### src/hw/rtl/lmnf_pkg.sv
package lmnf_pkg;

    localparam int NUMBER_W   = 32;
    localparam int STYLE_W    = 3;
    localparam int CHAR_W     = 8;
    localparam int BUFLEN_W   = 7;
    localparam int DIGIT_W    = 5;
    localparam int NUM_DIGITS = 10;
    localparam int KIDX_W     = 4;
    localparam int COUNT_W    = 5;
    localparam int STEP_W     = 5;

    localparam logic [BUFLEN_W-1:0] BUFLEN_RESET = 7'd64;
    localparam logic [STEP_W-1:0]   STEP_LAST    = STEP_W'(NUMBER_W - 1);

    // style codes
    localparam logic [STYLE_W-1:0] STYLE_LOWER_ALPHA = 3'd1;
    localparam logic [STYLE_W-1:0] STYLE_UPPER_ALPHA = 3'd2;
    localparam logic [STYLE_W-1:0] STYLE_LOWER_ROMAN = 3'd3;
    localparam logic [STYLE_W-1:0] STYLE_UPPER_ROMAN = 3'd4;

    // range limits and bijective base-26 offsets
    localparam logic signed [NUMBER_W-1:0] ALPHA_MAX     = 32'sd18278;
    localparam logic signed [NUMBER_W-1:0] ALPHA_ONE_MAX = 32'sd26;
    localparam logic signed [NUMBER_W-1:0] ALPHA_TWO_MAX = 32'sd702;
    localparam logic signed [NUMBER_W-1:0] ROMAN_MAX     = 32'sd4999;
    localparam logic [NUMBER_W-1:0]        ALPHA_OFF1    = 32'd1;
    localparam logic [NUMBER_W-1:0]        ALPHA_OFF2    = 32'd27;
    localparam logic [NUMBER_W-1:0]        ALPHA_OFF3    = 32'd703;

    // radix constants for the digit vector
    localparam logic [DIGIT_W:0]   BASE10 = 6'd10;
    localparam logic [DIGIT_W:0]   BASE26 = 6'd26;
    localparam logic [DIGIT_W-1:0] HALF10 = 5'd5;
    localparam logic [DIGIT_W-1:0] HALF26 = 5'd13;

    // characters
    localparam logic [CHAR_W-1:0] CHAR_NUL     = 8'h00;
    localparam logic [CHAR_W-1:0] CHAR_SPACE   = 8'h20;
    localparam logic [CHAR_W-1:0] CHAR_STAR    = 8'h2A;
    localparam logic [CHAR_W-1:0] CHAR_MINUS   = 8'h2D;
    localparam logic [CHAR_W-1:0] CHAR_DOT     = 8'h2E;
    localparam logic [CHAR_W-1:0] CHAR_ZERO    = 8'h30;
    localparam logic [CHAR_W-1:0] CHAR_UPPER_A = 8'h41;
    localparam logic [CHAR_W-1:0] CHAR_LOWER_A = 8'h61;
    localparam logic [CHAR_W-1:0] CHAR_CASE    = 8'h20;

    // roman symbol roles within one decimal place
    localparam logic [1:0] SYM_ONE  = 2'd0;
    localparam logic [1:0] SYM_FIVE = 2'd1;
    localparam logic [1:0] SYM_TEN  = 2'd2;

    typedef logic [DIGIT_W-1:0] digit_t;
    typedef logic [NUM_DIGITS-1:0][DIGIT_W-1:0] digits_t;

    typedef enum logic [2:0] {
        ST_IDLE,
        ST_CONV,
        ST_LEAD,
        ST_SIGN,
        ST_BODY,
        ST_DOT,
        ST_TERM
    } state_t;

    typedef enum logic [1:0] {
        MODE_DEC,
        MODE_ALPHA,
        MODE_ROMAN,
        MODE_STARS
    } mode_t;

    typedef struct packed {
        logic                load;
        logic                step;
        logic                base26;
        logic [NUMBER_W-1:0] value;
    } radix_ctrl_t;

    // number of symbols a digit takes in its place
    function automatic logic [2:0] roman_len(input logic [1:0] place, input digit_t d);
        logic [2:0] len;
        len = 3'd0;
        if (place == 2'd3)
        begin
            len = d[2:0];
        end
        else
        begin
            case (d)
                5'd1:    len = 3'd1;
                5'd2:    len = 3'd2;
                5'd3:    len = 3'd3;
                5'd4:    len = 3'd2;
                5'd5:    len = 3'd1;
                5'd6:    len = 3'd2;
                5'd7:    len = 3'd3;
                5'd8:    len = 3'd4;
                5'd9:    len = 3'd2;
                default: len = 3'd0;
            endcase
        end
        return len;
    endfunction

    function automatic logic [1:0] roman_sym(input digit_t d, input logic [2:0] pos);
        logic [1:0] sym;
        sym = SYM_ONE;
        case (d)
            5'd4:                      sym = (pos == 3'd0) ? SYM_ONE : SYM_FIVE;
            5'd5, 5'd6, 5'd7, 5'd8:    sym = (pos == 3'd0) ? SYM_FIVE : SYM_ONE;
            5'd9:                      sym = (pos == 3'd0) ? SYM_ONE : SYM_TEN;
            default:                   sym = SYM_ONE;
        endcase
        return sym;
    endfunction

    // upper-case letter for a symbol role in a place
    function automatic logic [CHAR_W-1:0] roman_letter(input logic [1:0] place,
                                                       input logic [1:0] sym);
        logic [CHAR_W-1:0] ch;
        ch = "M";
        case ({place, sym})
            {2'd0, SYM_ONE}:  ch = "I";
            {2'd0, SYM_FIVE}: ch = "V";
            {2'd0, SYM_TEN}:  ch = "X";
            {2'd1, SYM_ONE}:  ch = "X";
            {2'd1, SYM_FIVE}: ch = "L";
            {2'd1, SYM_TEN}:  ch = "C";
            {2'd2, SYM_ONE}:  ch = "C";
            {2'd2, SYM_FIVE}: ch = "D";
            {2'd2, SYM_TEN}:  ch = "M";
            default:          ch = "M";
        endcase
        return ch;
    endfunction

endpackage

### src/hw/rtl/lmnf_radix.sv
// shift-and-correct radix converter, one input bit per step, msb first
module lmnf_radix (
    input  logic                  clk,
    input  lmnf_pkg::radix_ctrl_t ctrl,
    output lmnf_pkg::digits_t     digits
);

    logic [lmnf_pkg::NUMBER_W-1:0]   value_reg;
    logic [lmnf_pkg::NUMBER_W-1:0]   value_next;
    lmnf_pkg::digits_t               digits_reg;
    lmnf_pkg::digits_t               digits_next;
    logic                            base26_reg;
    logic                            base26_next;
    logic [lmnf_pkg::NUM_DIGITS-1:0] ge;
    logic [lmnf_pkg::NUM_DIGITS-1:0] carry;
    logic [lmnf_pkg::DIGIT_W-1:0]    half;
    logic [lmnf_pkg::DIGIT_W:0]      base;
    logic [lmnf_pkg::DIGIT_W:0]      dbl;
    logic [lmnf_pkg::DIGIT_W:0]      sum;

    always_comb
    begin
        half = base26_reg ? lmnf_pkg::HALF26 : lmnf_pkg::HALF10;
        base = base26_reg ? lmnf_pkg::BASE26 : lmnf_pkg::BASE10;
        dbl  = '0;
        sum  = '0;
        carry[0] = value_reg[lmnf_pkg::NUMBER_W-1];
        for (int k = 0; k < lmnf_pkg::NUM_DIGITS; k++)
        begin
            ge[k] = (digits_reg[k] >= half);
        end
        for (int k = 0; k < lmnf_pkg::NUM_DIGITS - 1; k++)
        begin
            carry[k+1] = ge[k];
        end
        for (int k = 0; k < lmnf_pkg::NUM_DIGITS; k++)
        begin
            // double each digit, fold back the radix, take the carry from below
            dbl = {digits_reg[k], 1'b0};
            sum = (ge[k] ? (dbl - base) : dbl) + {{lmnf_pkg::DIGIT_W{1'b0}}, carry[k]};
            digits_next[k] = sum[lmnf_pkg::DIGIT_W-1:0];
        end
        value_next  = {value_reg[lmnf_pkg::NUMBER_W-2:0], 1'b0};
        base26_next = base26_reg;
        if (ctrl.load)
        begin
            value_next  = ctrl.value;
            digits_next = '0;
            base26_next = ctrl.base26;
        end
        else if (!ctrl.step)
        begin
            value_next  = value_reg;
            digits_next = digits_reg;
        end
    end

    always_ff @(posedge clk)
    begin
        value_reg  <= value_next;
        digits_reg <= digits_next;
        base26_reg <= base26_next;
    end

    assign digits = digits_reg;

endmodule

### src/hw/rtl/lmnf_ctrl.sv
// sequencer: input setup, conversion steps and character emission
module lmnf_ctrl (
    input  logic                            clk,
    input  logic                            rst_n,
    input  logic                            s_axis_tvalid,
    output logic                            s_axis_tready,
    input  logic [lmnf_pkg::NUMBER_W-1:0]   s_axis_tdata,
    input  logic [lmnf_pkg::STYLE_W-1:0]    s_axis_tuser,
    output logic                            m_axis_tvalid,
    input  logic                            m_axis_tready,
    output logic [lmnf_pkg::CHAR_W-1:0]     m_axis_tdata,
    output logic                            m_axis_tlast,
    input  logic [lmnf_pkg::BUFLEN_W-1:0]   cap,
    output lmnf_pkg::radix_ctrl_t           radix_ctrl,
    input  lmnf_pkg::digits_t               digits
);

    lmnf_pkg::state_t               state_reg, state_next;
    lmnf_pkg::mode_t                mode_reg, mode_next;
    logic                           neg_reg, neg_next;
    logic                           lower_reg, lower_next;
    logic [1:0]                     nlet_reg, nlet_next;
    logic [lmnf_pkg::STEP_W-1:0]    step_reg, step_next;
    logic [lmnf_pkg::KIDX_W-1:0]    k_reg, k_next;
    logic [2:0]                     p_reg, p_next;
    logic [lmnf_pkg::COUNT_W-1:0]   cnt_reg, cnt_next;
    logic                           out_valid_reg, out_valid_next;
    logic [lmnf_pkg::CHAR_W-1:0]    out_data_reg, out_data_next;
    logic                           out_last_reg, out_last_next;

    // input setup
    logic signed [lmnf_pkg::NUMBER_W-1:0] num;
    logic                                 in_neg;
    logic                                 is_alpha;
    logic                                 is_roman;
    logic [1:0]                           in_nlet;
    logic [lmnf_pkg::NUMBER_W-1:0]        sub_a;
    logic [lmnf_pkg::NUMBER_W-1:0]        sub_b;
    lmnf_pkg::mode_t                      in_mode;

    // emission
    logic                           advance;
    logic                           have;
    logic                           term_now;
    logic [lmnf_pkg::CHAR_W-1:0]    ch;
    lmnf_pkg::state_t               emit_state;
    logic [lmnf_pkg::KIDX_W-1:0]    emit_k;
    logic [2:0]                     emit_p;
    lmnf_pkg::digit_t               cur_digit;
    logic [2:0]                     rlen;
    logic [lmnf_pkg::KIDX_W-1:0]    lead;
    logic [lmnf_pkg::CHAR_W-1:0]    case_bit;

    always_comb
    begin
        num      = signed'(s_axis_tdata);
        in_neg   = num[lmnf_pkg::NUMBER_W-1];
        is_alpha = (s_axis_tuser == lmnf_pkg::STYLE_LOWER_ALPHA)
                || (s_axis_tuser == lmnf_pkg::STYLE_UPPER_ALPHA);
        is_roman = (s_axis_tuser == lmnf_pkg::STYLE_LOWER_ROMAN)
                || (s_axis_tuser == lmnf_pkg::STYLE_UPPER_ROMAN);

        // letters in use and the offset that makes the rest plain base 26
        sub_a = s_axis_tdata;
        if (in_neg || (num == '0))
        begin
            in_nlet = 2'd0;
            sub_a   = '0;
            sub_b   = '0;
        end
        else if (num <= lmnf_pkg::ALPHA_ONE_MAX)
        begin
            in_nlet = 2'd1;
            sub_b   = lmnf_pkg::ALPHA_OFF1;
        end
        else if (num <= lmnf_pkg::ALPHA_TWO_MAX)
        begin
            in_nlet = 2'd2;
            sub_b   = lmnf_pkg::ALPHA_OFF2;
        end
        else
        begin
            in_nlet = 2'd3;
            sub_b   = lmnf_pkg::ALPHA_OFF3;
        end

        if (is_alpha)
        begin
            in_mode = (num > lmnf_pkg::ALPHA_MAX) ? lmnf_pkg::MODE_STARS : lmnf_pkg::MODE_ALPHA;
        end
        else if (is_roman)
        begin
            in_mode = (in_neg || (num > lmnf_pkg::ROMAN_MAX)) ? lmnf_pkg::MODE_STARS
                                                              : lmnf_pkg::MODE_ROMAN;
            sub_a   = s_axis_tdata;
            sub_b   = '0;
        end
        else
        begin
            // decimal magnitude, negated through the same subtractor
            in_mode = lmnf_pkg::MODE_DEC;
            sub_a   = in_neg ? '0 : s_axis_tdata;
            sub_b   = in_neg ? s_axis_tdata : '0;
        end
    end

    always_comb
    begin
        lead = '0;
        for (int i = 1; i < lmnf_pkg::NUM_DIGITS; i++)
        begin
            if (digits[i] != '0)
            begin
                lead = lmnf_pkg::KIDX_W'(i);
            end
        end
    end

    always_comb
    begin
        state_next     = state_reg;
        mode_next      = mode_reg;
        neg_next       = neg_reg;
        lower_next     = lower_reg;
        nlet_next      = nlet_reg;
        step_next      = step_reg;
        k_next         = k_reg;
        p_next         = p_reg;
        cnt_next       = cnt_reg;
        out_valid_next = out_valid_reg && !m_axis_tready;
        out_data_next  = out_data_reg;
        out_last_next  = out_last_reg;

        radix_ctrl        = '0;
        radix_ctrl.value  = sub_a - sub_b;
        radix_ctrl.base26 = is_alpha;

        s_axis_tready = (state_reg == lmnf_pkg::ST_IDLE);
        advance       = !out_valid_reg || m_axis_tready;
        term_now      = (state_reg == lmnf_pkg::ST_TERM)
                     || ({{(lmnf_pkg::BUFLEN_W - lmnf_pkg::COUNT_W){1'b0}}, cnt_reg} == cap);

        cur_digit = digits[k_reg];
        rlen      = lmnf_pkg::roman_len(k_reg[1:0], cur_digit);
        case_bit  = lower_reg ? lmnf_pkg::CHAR_CASE : '0;

        have       = 1'b0;
        ch         = lmnf_pkg::CHAR_NUL;
        emit_state = state_reg;
        emit_k     = k_reg;
        emit_p     = p_reg;

        case (state_reg)
            lmnf_pkg::ST_IDLE:
            begin
                if (s_axis_tvalid)
                begin
                    radix_ctrl.load = 1'b1;
                    mode_next  = in_mode;
                    neg_next   = in_neg;
                    nlet_next  = in_nlet;
                    lower_next = (s_axis_tuser == lmnf_pkg::STYLE_LOWER_ALPHA)
                              || (s_axis_tuser == lmnf_pkg::STYLE_LOWER_ROMAN);
                    cnt_next   = '0;
                    step_next  = '0;
                    p_next     = '0;
                    k_next     = lmnf_pkg::KIDX_W'(3);
                    state_next = (in_mode == lmnf_pkg::MODE_STARS) ? lmnf_pkg::ST_BODY
                                                                    : lmnf_pkg::ST_CONV;
                end
            end
            lmnf_pkg::ST_CONV:
            begin
                radix_ctrl.step = 1'b1;
                step_next = step_reg + 1'b1;
                if (step_reg == lmnf_pkg::STEP_LAST)
                begin
                    state_next = lmnf_pkg::ST_LEAD;
                end
            end
            lmnf_pkg::ST_LEAD:
            begin
                p_next = '0;
                case (mode_reg)
                    lmnf_pkg::MODE_DEC:   k_next = lead;
                    lmnf_pkg::MODE_ALPHA: k_next = lmnf_pkg::KIDX_W'(2);
                    default:              k_next = lmnf_pkg::KIDX_W'(3);
                endcase
                state_next = ((mode_reg == lmnf_pkg::MODE_DEC) && neg_reg) ? lmnf_pkg::ST_SIGN
                                                                            : lmnf_pkg::ST_BODY;
            end
            lmnf_pkg::ST_SIGN:
            begin
                have       = 1'b1;
                ch         = lmnf_pkg::CHAR_MINUS;
                emit_state = lmnf_pkg::ST_BODY;
            end
            lmnf_pkg::ST_BODY:
            begin
                emit_k     = k_reg - 1'b1;
                emit_state = (k_reg == '0) ? lmnf_pkg::ST_DOT : lmnf_pkg::ST_BODY;
                case (mode_reg)
                    lmnf_pkg::MODE_DEC:
                    begin
                        have = 1'b1;
                        ch   = lmnf_pkg::CHAR_ZERO + {3'b000, cur_digit};
                    end
                    lmnf_pkg::MODE_ALPHA:
                    begin
                        have = 1'b1;
                        if (k_reg < {2'b00, nlet_reg})
                        begin
                            ch = (lower_reg ? lmnf_pkg::CHAR_LOWER_A : lmnf_pkg::CHAR_UPPER_A)
                               + {3'b000, cur_digit};
                        end
                        else
                        begin
                            ch = lmnf_pkg::CHAR_SPACE;
                        end
                    end
                    lmnf_pkg::MODE_ROMAN:
                    begin
                        // one symbol per beat; once the place has no symbols left, move to the next place
                        have       = (p_reg < rlen);
                        ch         = lmnf_pkg::roman_letter(k_reg[1:0],
                                         lmnf_pkg::roman_sym(cur_digit, p_reg)) | case_bit;
                        emit_state = lmnf_pkg::ST_BODY;
                        emit_k     = k_reg;
                        emit_p     = p_reg + 1'b1;
                        if (!have)
                        begin
                            p_next = '0;
                            if (k_reg == '0)
                            begin
                                state_next = lmnf_pkg::ST_DOT;
                            end
                            else
                            begin
                                k_next = k_reg - 1'b1;
                            end
                        end
                    end
                    default:
                    begin
                        have = 1'b1;
                        ch   = lmnf_pkg::CHAR_STAR;
                    end
                endcase
            end
            lmnf_pkg::ST_DOT:
            begin
                have       = 1'b1;
                ch         = lmnf_pkg::CHAR_DOT;
                emit_state = lmnf_pkg::ST_TERM;
            end
            lmnf_pkg::ST_TERM:
            begin
                have = 1'b1;
            end
            default:
            begin
                state_next = lmnf_pkg::ST_IDLE;
            end
        endcase

        if (have && advance)
        begin
            out_valid_next = 1'b1;
            if (term_now)
            begin
                out_data_next = lmnf_pkg::CHAR_NUL;
                out_last_next = 1'b1;
                state_next    = lmnf_pkg::ST_IDLE;
            end
            else
            begin
                out_data_next = ch;
                out_last_next = 1'b0;
                cnt_next      = cnt_reg + 1'b1;
                state_next    = emit_state;
                k_next        = emit_k;
                p_next        = emit_p;
            end
        end
    end

    always_ff @(posedge clk or negedge rst_n)
    begin
        if (!rst_n)
        begin
            state_reg     <= lmnf_pkg::ST_IDLE;
            out_valid_reg <= 1'b0;
            step_reg      <= '0;
            k_reg         <= '0;
            p_reg         <= '0;
            cnt_reg       <= '0;
        end
        else
        begin
            state_reg     <= state_next;
            out_valid_reg <= out_valid_next;
            step_reg      <= step_next;
            k_reg         <= k_next;
            p_reg         <= p_next;
            cnt_reg       <= cnt_next;
        end
    end

    always_ff @(posedge clk)
    begin
        mode_reg     <= mode_next;
        neg_reg      <= neg_next;
        lower_reg    <= lower_next;
        nlet_reg     <= nlet_next;
        out_data_reg <= out_data_next;
        out_last_reg <= out_last_next;
    end

    assign m_axis_tvalid = out_valid_reg;
    assign m_axis_tdata  = out_data_reg;
    assign m_axis_tlast  = out_last_reg;

endmodule

### src/hw/rtl/list_marker_number_formatter.sv
// list marker formatter: turns a signed item number into marker text
//
// input stream (s_axis): one beat per number, tdata is the number, tuser the
// list style (decimal, lower/upper alpha, lower/upper roman; other codes act
// as decimal). output stream (m_axis): one beat per ascii character, closed
// by a beat with character 0 and tlast high. cfg_we/cfg_wdata write the
// buffer length; at most buffer length minus one characters go out before
// the terminator. write it only while no number is in flight.
//
// timing: a number is taken when s_axis_tready is high, then a shared
// radix unit runs one step per input bit (base 10 or 26) and a lead step
// picks the leading digit (numbers shown as stars skip both); characters
// follow at one per cycle while the receiver takes them, and roman output
// pauses after each decimal place. ready drops for the whole item.
// the output beat sits in its own register: a stalled receiver holds the
// sequencer but the final beat may wait there while the next number is taken.
// reset clears the sequencer and the output valid and sets buffer length 64.
module list_marker_number_formatter (
    input  logic                            clk,
    input  logic                            rst_n,
    input  logic                            s_axis_tvalid,
    output logic                            s_axis_tready,
    input  logic [lmnf_pkg::NUMBER_W-1:0]   s_axis_tdata,   // [31:0] number
    input  logic [lmnf_pkg::STYLE_W-1:0]    s_axis_tuser,   // [2:0] style
    output logic                            m_axis_tvalid,
    input  logic                            m_axis_tready,
    output logic [lmnf_pkg::CHAR_W-1:0]     m_axis_tdata,   // [7:0] character
    output logic                            m_axis_tlast,   // is_last
    input  logic                            cfg_we,
    input  logic [lmnf_pkg::BUFLEN_W-1:0]   cfg_wdata       // buffer_length
);

    logic [lmnf_pkg::BUFLEN_W-1:0] buflen_reg;
    logic [lmnf_pkg::BUFLEN_W-1:0] buflen_next;
    logic [lmnf_pkg::BUFLEN_W-1:0] cap;
    lmnf_pkg::radix_ctrl_t         radix_ctrl;
    lmnf_pkg::digits_t             digits;

    // buffer length register
    always_comb
    begin
        buflen_next = cfg_we ? cfg_wdata : buflen_reg;
    end

    always_ff @(posedge clk or negedge rst_n)
    begin
        if (!rst_n)
        begin
            buflen_reg <= lmnf_pkg::BUFLEN_RESET;
        end
        else
        begin
            buflen_reg <= buflen_next;
        end
    end

    // characters allowed before the terminator; zero length acts as one
    assign cap = (buflen_reg == '0) ? '0 : (buflen_reg - 1'b1);

    lmnf_ctrl u_ctrl (
        .clk           (clk),
        .rst_n         (rst_n),
        .s_axis_tvalid (s_axis_tvalid),
        .s_axis_tready (s_axis_tready),
        .s_axis_tdata  (s_axis_tdata),
        .s_axis_tuser  (s_axis_tuser),
        .m_axis_tvalid (m_axis_tvalid),
        .m_axis_tready (m_axis_tready),
        .m_axis_tdata  (m_axis_tdata),
        .m_axis_tlast  (m_axis_tlast),
        .cap           (cap),
        .radix_ctrl    (radix_ctrl),
        .digits        (digits)
    );

    // shared radix unit: one shift-and-correct step per cycle
    lmnf_radix u_radix (
        .clk    (clk),
        .ctrl   (radix_ctrl),
        .digits (digits)
    );

endmodule

### config.mk
export PLATFORM = sky130hd
export DESIGN_NAME = list_marker_number_formatter
export DESIGN_NICKNAME = d
export VERILOG_FILES = /design/src/hw/rtl/lmnf_pkg.sv /design/src/hw/rtl/lmnf_radix.sv /design/src/hw/rtl/lmnf_ctrl.sv /design/src/hw/rtl/list_marker_number_formatter.sv
export SDC_FILE = /design/constraint.sdc
export NUM_CORES = 1
export LEC_CHECK = 0
export BUFFER_PORTS_ARGS = -buffer_cell sky130_fd_sc_hd__clkbuf_2
export CAP_MARGIN = 20
export CORE_MARGIN = 5
export CORE_UTILIZATION = 48
export CTS_CLUSTER_SIZE = 8
export DETAILED_ROUTE_END_ITERATION = 8
export PLACE_DENSITY = 0.63
export SLEW_MARGIN = 10
export SYNTH_ARGS = -nofsm -noshare
export SYNTH_HDL_FRONTEND = slang
export SYNTH_HIERARCHICAL = 1
export SYNTH_SLANG_ARGS = --single-unit
### constraint.sdc
create_clock -name clk -period 14.8 [get_ports clk]
set_clock_uncertainty 0.2 [all_clocks]
set_input_delay 1.48 -clock clk [delete_from_list [all_inputs] [get_ports clk]]
set_output_delay 1.48 -clock clk [all_outputs]
set_load 0.02 [all_outputs]
==> results of run 1 <==
[worst max-delay path, stage by stage]
cell and delay, ns:
clkbuf_2 0.21, nor4_1 0.33, nand3_1 0.16, nor3_1 0.49, nand4_1 0.22, inv_1 0.09
a31oi_1 0.14, a2bb2oi_2 0.28, buf_8 0.21, and2_1 0.16, ha_1 0.34, nor2b_1 0.15
o21ai_0 0.20, a21boi_0 0.22, o311ai_0 0.59, o211ai_1 0.35, a2111oi_0 0.71, nor2_1 0.16
xor2_1 0.17, mux2_2 0.26
[layout by cell type (no fill, tap or decap), drive strengths merged, types with 20 or more instances in the layout]
cell and n:
edfxtp 48, mux2i 20, dfrtp 27, mux2 41, o21ai 69, clkbuf 77, and2 35, xnor2 31
nor3 38, ha 84, nor2 134, nand3 41, inv 67, a21oi 71, nand2 118, dfxtp 50
[power breakdown]
part           switching (mW)  internal, mW  leakage (nW)
Combinational           0.730         0.561          3.30
Clock                   0.173         0.241         0.281
Sequential              0.182         0.542          1.22
[how the worst max path moves through the flow]
stage                                 from                     to  cells past startpoint
after floorplan           s_axis_tdata[31]  u_radix/value_reg[28]                     19
after global placement    s_axis_tdata[31]  u_radix/value_reg[28]                     19
after detailed placement  s_axis_tdata[31]  u_radix/value_reg[28]                     19
after CTS                 s_axis_tdata[31]  u_radix/value_reg[28]                     19
after global routing      s_axis_tdata[31]  u_radix/value_reg[28]                     20
final                     s_axis_tdata[31]  u_radix/value_reg[28]                     20
[routing by layer]
layer / wire [µm] / share of wire [%] / vias to the layer above / track usage, %
met5: 0 / 0 / - / 0
met2: 12600 / 48 / 206 / 33.9
met1: 12400 / 47 / 4546 / 27.1
li1: - / - / 4716 / -
met4: 274 / 1.0 / 0 / 5.58
met3: 1110 / 4.2 / 18 / 3.78
[cells by family (layout without fill, tap and decap cells)]
family / Yosys count / in the layout / synth area share [%]
and+or+nand+nor: 471 / 471 / 21.8
AOI/OAI and AO/OA: 344 / 344 / 22.6
DFF: 126 / 126 / 29.5
buffers and inverters: 115 / 160 / 4.37
adders and majority gates: 85 / 85 / 10.0
muxes: 71 / 71 / 8.38
xor gates and xnor gates: 41 / 41 / 3.37
[layout make-up]
cell class	instances	area, µm²
fill	2047	10100
clock inverter	12	96.3
inverter	61	229
multi-input combinational	1012	7070
clock buffer	20	489
timing repair buffer	67	375
sequential	126	3140
tap	280	350
[through the flow]
step,cell area (µm²),hold slack [ns],setup WS (ns)
2_1_floorplan,10700,0.256,8.94
3_3_place_gp,11100,0.271,7.80
3_5_place_dp,11100,0.287,7.54
4_1_cts,11700,0.302,7.97
5_1_grt,11800,0.323,7.33
6_report,11800,0.297,7.86
==> metrics.md, run 1 <==
| Metric | Value |
|---|---|
| Maximum vdd drop | `0.0905 mV` |
| IO Pins | `58` |
| Gr usage total | `20.3%` |
| Layout area overhead | `10.1%` |
| Seq/Total Area, Yosys | `29.5%` |
| Setup CP Type | `input pin to flip-flop` |
| I/O Buffers | `57` |
| Overflow after GRT | `0` |
| Most used DFF post-synth | `dfxtp_1` |
| Clock-pin slew on the worst setup and hold paths | `0.06 ns` |
| Ys Warns | `6` |
| Clk_lat worst skew | `0.43 ns` |
| RSZ-0062 raised after global routing | `false` |
| Worst Hold Class | `flip-flop to flip-flop` |
| Dpl hpwl | `19.2 mm` |
| Largest net degree at the start of global routing | `62` |
| Min-delay src | `u_ctrl/p_reg[2]` |
| # H-tree levels | `4` |
| WL final | `~26 mm` |
| CTS Buf Count | `17` |
| Nets | `1417` |
| Worst hold endpoint | `u_ctrl/p_reg[2]` |
| Cells after Synth | `around 1300` |
| Final Max Slew Viols | `0` |
| CTS tree | `yes` |
| Die W | `around 160 µm` |
| Worst relative slew slack | `47.4%` |
| Finished Core Util | `a little over half` |
| Worst Setup End Kind | `flip-flop` |
| Mean post-synth cell area | `8.52 µm²` |
| First-pass GRT wire length | `44.0 mm` |
| # Post-CTS Setup Buffers | `0` |
| Async set or reset register ratio after synthesis | `22.2%` |
| First drt pass iteration count | `7` |
| Setup crit start kind | `input pin` |
| Core Region | `approximately 0.022 mm²` |
| R2R depth | `18` |
| Syn nets | `1385` |
| Rows | `54` |
| Leak Pwr | `4.80 nW` |
| Antenna Nets Post-Route | `0` |
| Max Cap Viol | `0` |
| Worst reg2reg setup slack | `9.25 ns` |
| Worst EP required | `14.78 ns` |
| EDFF count, synth | `48` |
| Gpl congestion | `~0.9` |
| Resized Gates After CTS | `0` |
| Most area-consuming cells after synthesis | `edfxtp_1 14%, ha_1 9.8%, dfxtp_1 9.4%` |
| Setup violators final | `0` |
| Setup TNS | `0 ns` |
| Worst-margin pin slew | `0.789 ns` |
| Max reg flops | `50` |
| Total power after layout | `2.43 mW` |
| Reg-to-reg endpoint | `u_ctrl/cnt_reg[4]` |
| Die area | `0.0253 mm²` |
| Fmax | `0.144 GHz` |
| # diodes | `0` |
| DR WL/cell | `16.7 µm` |
| Clock Root Buffer | `clkbuf_16` |
| Initial detailed-routing violation count | `536` |
| Max clock buf depth | `2` |
| Synth unique cells | `82` |
| Post-synth top area share | `13.5%` |
| CTS Hold Bufs | `0` |
| DRC | `0` |
| Hold Path Stages | `1` |
| Clock Sink Count | `126` |
| Initial Utilization | `48.9%` |
| Final Hold Vio Count | `0` |
| Placed Cells | `1544` |
| Post-synth top area cell | `edfxtp_1` |
| Final instance count without filler cells | `1578` |
| Initial antenna violation count | `0` |
| Critical path peak fanout | `19` |
| Post-synth top cells | `133 x nor2_1, 117 x nand2_1, 84 x ha_1` |
| Vias in the first global route | `8981` |
| Cell Pwr Density | `207 mW/mm²` |
| WP data arrival | `~6.9 ns` |
| Final worst-path cycle share | `46.9%` |
| Vias per inst | `approximately 6.0` |
| Layout cells sized above 1 | `14.4%` |
| Die H | `159 µm` |
| Status | `completed` |
| Most common cell in the netlist | `nor2_1` |
| Post-Syn Area | `0.0107 mm²` |
| FF+latch count, synth | `approximately 130` |
| RR Startpoint | `u_ctrl/k_reg[0]` |
| Minimum clock period | `about 6.9 ns` |
| Routed vias | `9486` |
No activity file was read; power rests on OpenSTA's default activity.
==> run 2, diff against run 1 <==
Settings changed: ABC_AREA set to 1.
Clock period 14.8 ns to 6.6 ns, I/O delays scaled along.
==> metrics.md, run 2 <==
| Metric | Value |
|---|---|
| Dpl hpwl | `21.4 mm (+12%)` |
| Syn nets | `1808 (+31%)` |
| Net Sw Power | `2.63 mW (+140%)` |
| Worst EP required | `6.58 ns (-8.20 ns)` |
| First drt pass iteration count | `6 (-1)` |
| Clock power frac | `18.7% (+1.7 points)` |
| Setup TNS | `0 ns (unchanged)` |
| Reg power frac | `27.3% (-2.5 points)` |
| Status | `completed` |
| Max reg flops | `50 (unchanged)` |
| # diodes | `0 (unchanged)` |
| Initial detailed-routing violation count | `983 (+83%)` |
| CP Cell Sequence | `clkbuf_2, inv_1, nand4_1, nor2_1, nand2_1, nor4_1, o21ai_0, o211ai_1, nor2_1, a21oi_1, ha_1, a21oi_1, nand2_1, a21oi_1, o21ai_1, a21boi_0, inv_1, nand2_1, nand2_1, a21boi_1, o21ai_0, xor2_1, nand2_1, nand2_1` |
| DP Worst Slack | `1.40 ns (-6.14 ns)` |
| Die H | `162 µm (+1.7%)` |
| # Post-CTS Setup Buffers | `0 (unchanged)` |
| Seq/Total Area, Yosys | `28.4% (-1.0 points)` |
| Synth unique cells | `55 (-33%)` |
| Most area-consuming cells after synthesis | `nand2_1 17%, edfxtp_1 13%, ha_1 9.5%` |
| Resized Gates After CTS | `0 (unchanged)` |
| Crit-path max cell delay | `0.41 ns (-0.30 ns)` |
| Gr usage total | `21.9% (+1.5 points)` |
| Most frequent CP cell | `nand2_1` |
| Final Hold Vio Count | `0 (unchanged)` |
| DRC | `0 (unchanged)` |
| Commonest non-fill, non-tap cell in the layout | `nand2_1` |
| Core Region | `0.0226 mm² (+3.7%)` |
| Worst Setup End Kind | `flip-flop` |
| I/O Buffers | `57 (unchanged)` |
| RSZ-0062 raised after global routing | `false` |
| First-pass GRT wire length | `47.4 mm (+7.7%)` |
| Most used DFF post-synth | `dfxtp_1` |
| CTS Buf Count | `17 (unchanged)` |
| Vias in the first global route | `9490 (+5.7%)` |
| Fillers | `2261 (+10%)` |
| Overflow after GRT | `0 (unchanged)` |
| Cells after Synth | `1676 (+34%)` |
| WP data arrival | `4.78 ns (-2.15 ns)` |
| Gpl congestion | `0.917 (+4.0%)` |
| Largest net degree at the start of global routing | `55 (-11%)` |
| Comb power frac | `54.0% (+0.9 points)` |
| Vias per inst | `5.34 (-11%)` |
| Clock-pin slew on the worst setup and hold paths | `0.06 ns (about the same)` |
| Leak Pwr | `6.01 nW (+25%)` |
| Multi-input combinational cell area | `0.00680 mm² (-3.8%)` |
| EDFF count, synth | `48 (unchanged)` |
| Placement Cell Area | `0.0115 mm² (+3.2%)` |
| CTS Hold Bufs | `0 (unchanged)` |
| IO Pins | `58 (unchanged)` |
| Max clock buf depth | `2 (unchanged)` |
| FF+latch count, synth | `126 (unchanged)` |
| Sw frac | `48.3% (+3.7 points)` |
| Post-Syn Area | `0.0111 mm² (+3.6%)` |
| Layout area overhead | `9.83%` |
| Cell Pwr Density | `448 mW/mm² (+120%)` |
| Initial antenna violation count | `0 (unchanged)` |
| Initial Utilization | `48.8% (-0.057 points)` |
| Final Max Slew Viols | `0 (unchanged)` |
| Reg-to-reg endpoint | `u_ctrl/m_axis_tdata[5]` |
| Clock Sink Count | `126 (unchanged)` |
| Layout cells sized above 1 | `8.41% (-6.0 points)` |
| Most common cell in the netlist | `nand2_1` |
| Antenna Nets Post-Route | `0 (unchanged)` |
| Die W | `162 µm (+1.7%)` |
| Minimum clock period | `4.81 ns` |
| Worst relative slew slack | `35.4% (-12 points)` |
| Final worst slack | `1.79 ns (-6.06 ns)` |
| RR Startpoint | `u_ctrl/k_reg[1]` |
| Worst Hold Class | `input pin to async pin` |
| Routed vias | `10700 (+13%)` |
| Register area | `0.00314 mm² (unchanged)` |
| Setup violators final | `0 (unchanged)` |
| CTS tree | `yes` |
| Fmax | `0.208 GHz` |
| Clk_lat worst skew | `0.43 ns (about the same)` |
| Final worst-path cycle share | `72.8%` |
| Worst-margin pin slew | `0.968 ns (+0.179 ns)` |
| CP delay by family, top | `compound AO/OA/AOI/OAI gates` |
| Die area | `0.0262 mm² (+3.4%)` |
| WL final | `28.9 mm (+9.9%)` |
| Post-route cell area | `0.0121 mm² (+3.4%)` |
| Worst reg2reg setup slack | `1.98 ns (-7.27 ns)` |
| Async set or reset register ratio after synthesis | `22.2% (unchanged)` |
| Max Cap Viol | `0 (unchanged)` |
| Ys Warns | `6 (unchanged)` |
| Mean post-synth cell area | `6.60 µm² (-23%)` |
| Slowest cell on the critical path | `inv_1` |
| Maximum vdd drop | `0.214 mV (+140%)` |
| Setup crit start kind | `input pin` |
| Clock Root Buffer | `clkbuf_16` |
| CP bufs+invs | `3 (unchanged)` |
| DR WL/cell | `14.4 µm (-14%)` |
| Post-synth top area cell | `nand2_1` |
| Critical path peak fanout | `25 (+6)` |
| Setup CP Type | `input pin to flip-flop` |
| Most frequent cells in the layout | `510 x nand2_1, 215 x inv_1, 134 x nand3_1` |
| Nets | `1843 (+30%)` |
| Int Pwr | `2.82 mW (+110%)` |
| Post-synth top area share | `17.3% (+3.8 points)` |
| Rows | `55 (+1.9%)` |
| Post-synth top cells | `510 x nand2_1, 215 x inv_1, 134 x nand3_1` |
| R2R depth | `19 (+1)` |
| # H-tree levels | `4 (unchanged)` |
## run 2: cells by family after synthesis
family / synth area share [%]
and+or+nand+nor: 34.3
buffers and inverters: 10.2
AOI/OAI and AO/OA: 12.7
DFF: 28.4
adders and majority gates: 9.69
xor gates and xnor gates: 4.44
muxes: 0.204
## run 2: layer usage
layer,track usage (%),vias to the layer above,routed length (µm)
met5,0,-,0
li1,-,5535,-
met1,32.7,4876,14700
met4,5.46,0,417
met3,3.27,34,1350
met2,33.1,283,12500
## run 2: cell type report
| class | count | area share [%] |
|---|---|---|
| clock buffer | 17 | 3.50 |
| clock inverter | 15 | 1.73 |
| inverter | 227 | 7.04 |
| multi-input combinational | 1274 | 56.0 |
| sequential | 126 | 25.9 |
| tap | 285 | 2.94 |
| timing repair buffer | 65 | 2.95 |
## run 2: stage by stage
stage	hold slack [ns]	instances	utilization, %	total power, mW
finish	0.0864	2009	53.6	5.45
global route	0.169	2009	53.6	5.93
CTS	0.107	2008	53.6	5.43
detailed placement	0.262	1976	50.7	4.38
global placement	0.257	1976	50.7	4.35
floorplan	0.164	1676	-	3.71
## run 2: worst reg2reg max path: cells and delay by family, from the launching register on
family,cells,cell delay (ns)
and+or+nand+nor,8,0.96
buffers and inverters,4,0.95
DFF,1,0.84
AOI/OAI and AO/OA,5,0.81
adders and majority gates,2,0.52
## run 2: power groups by stage
stage               sequential [mW]  clock, mW  combinational [mW]
global route                   1.53       1.07                3.33
global placement               1.49          0                2.86
finish                         1.49       1.02                2.94
detailed placement             1.50          0                2.89
CTS                            1.49       1.04                2.90
floorplan                      1.44          0                2.27
## run 2: how the worst max path moves through the flow
stage	start	endpoint	depth (start not counted)
after CTS	s_axis_tdata[31]	u_radix/value_reg[22]	26
final	s_axis_tdata[31]	u_radix/value_reg[23]	24
after floorplan	s_axis_tdata[4]	u_radix/value_reg[23]	22
after detailed placement	s_axis_tdata[31]	u_radix/value_reg[22]	26
after global placement	s_axis_tuser[2]	u_radix/value_reg[23]	24
after global routing	s_axis_tdata[31]	u_radix/value_reg[22]	26
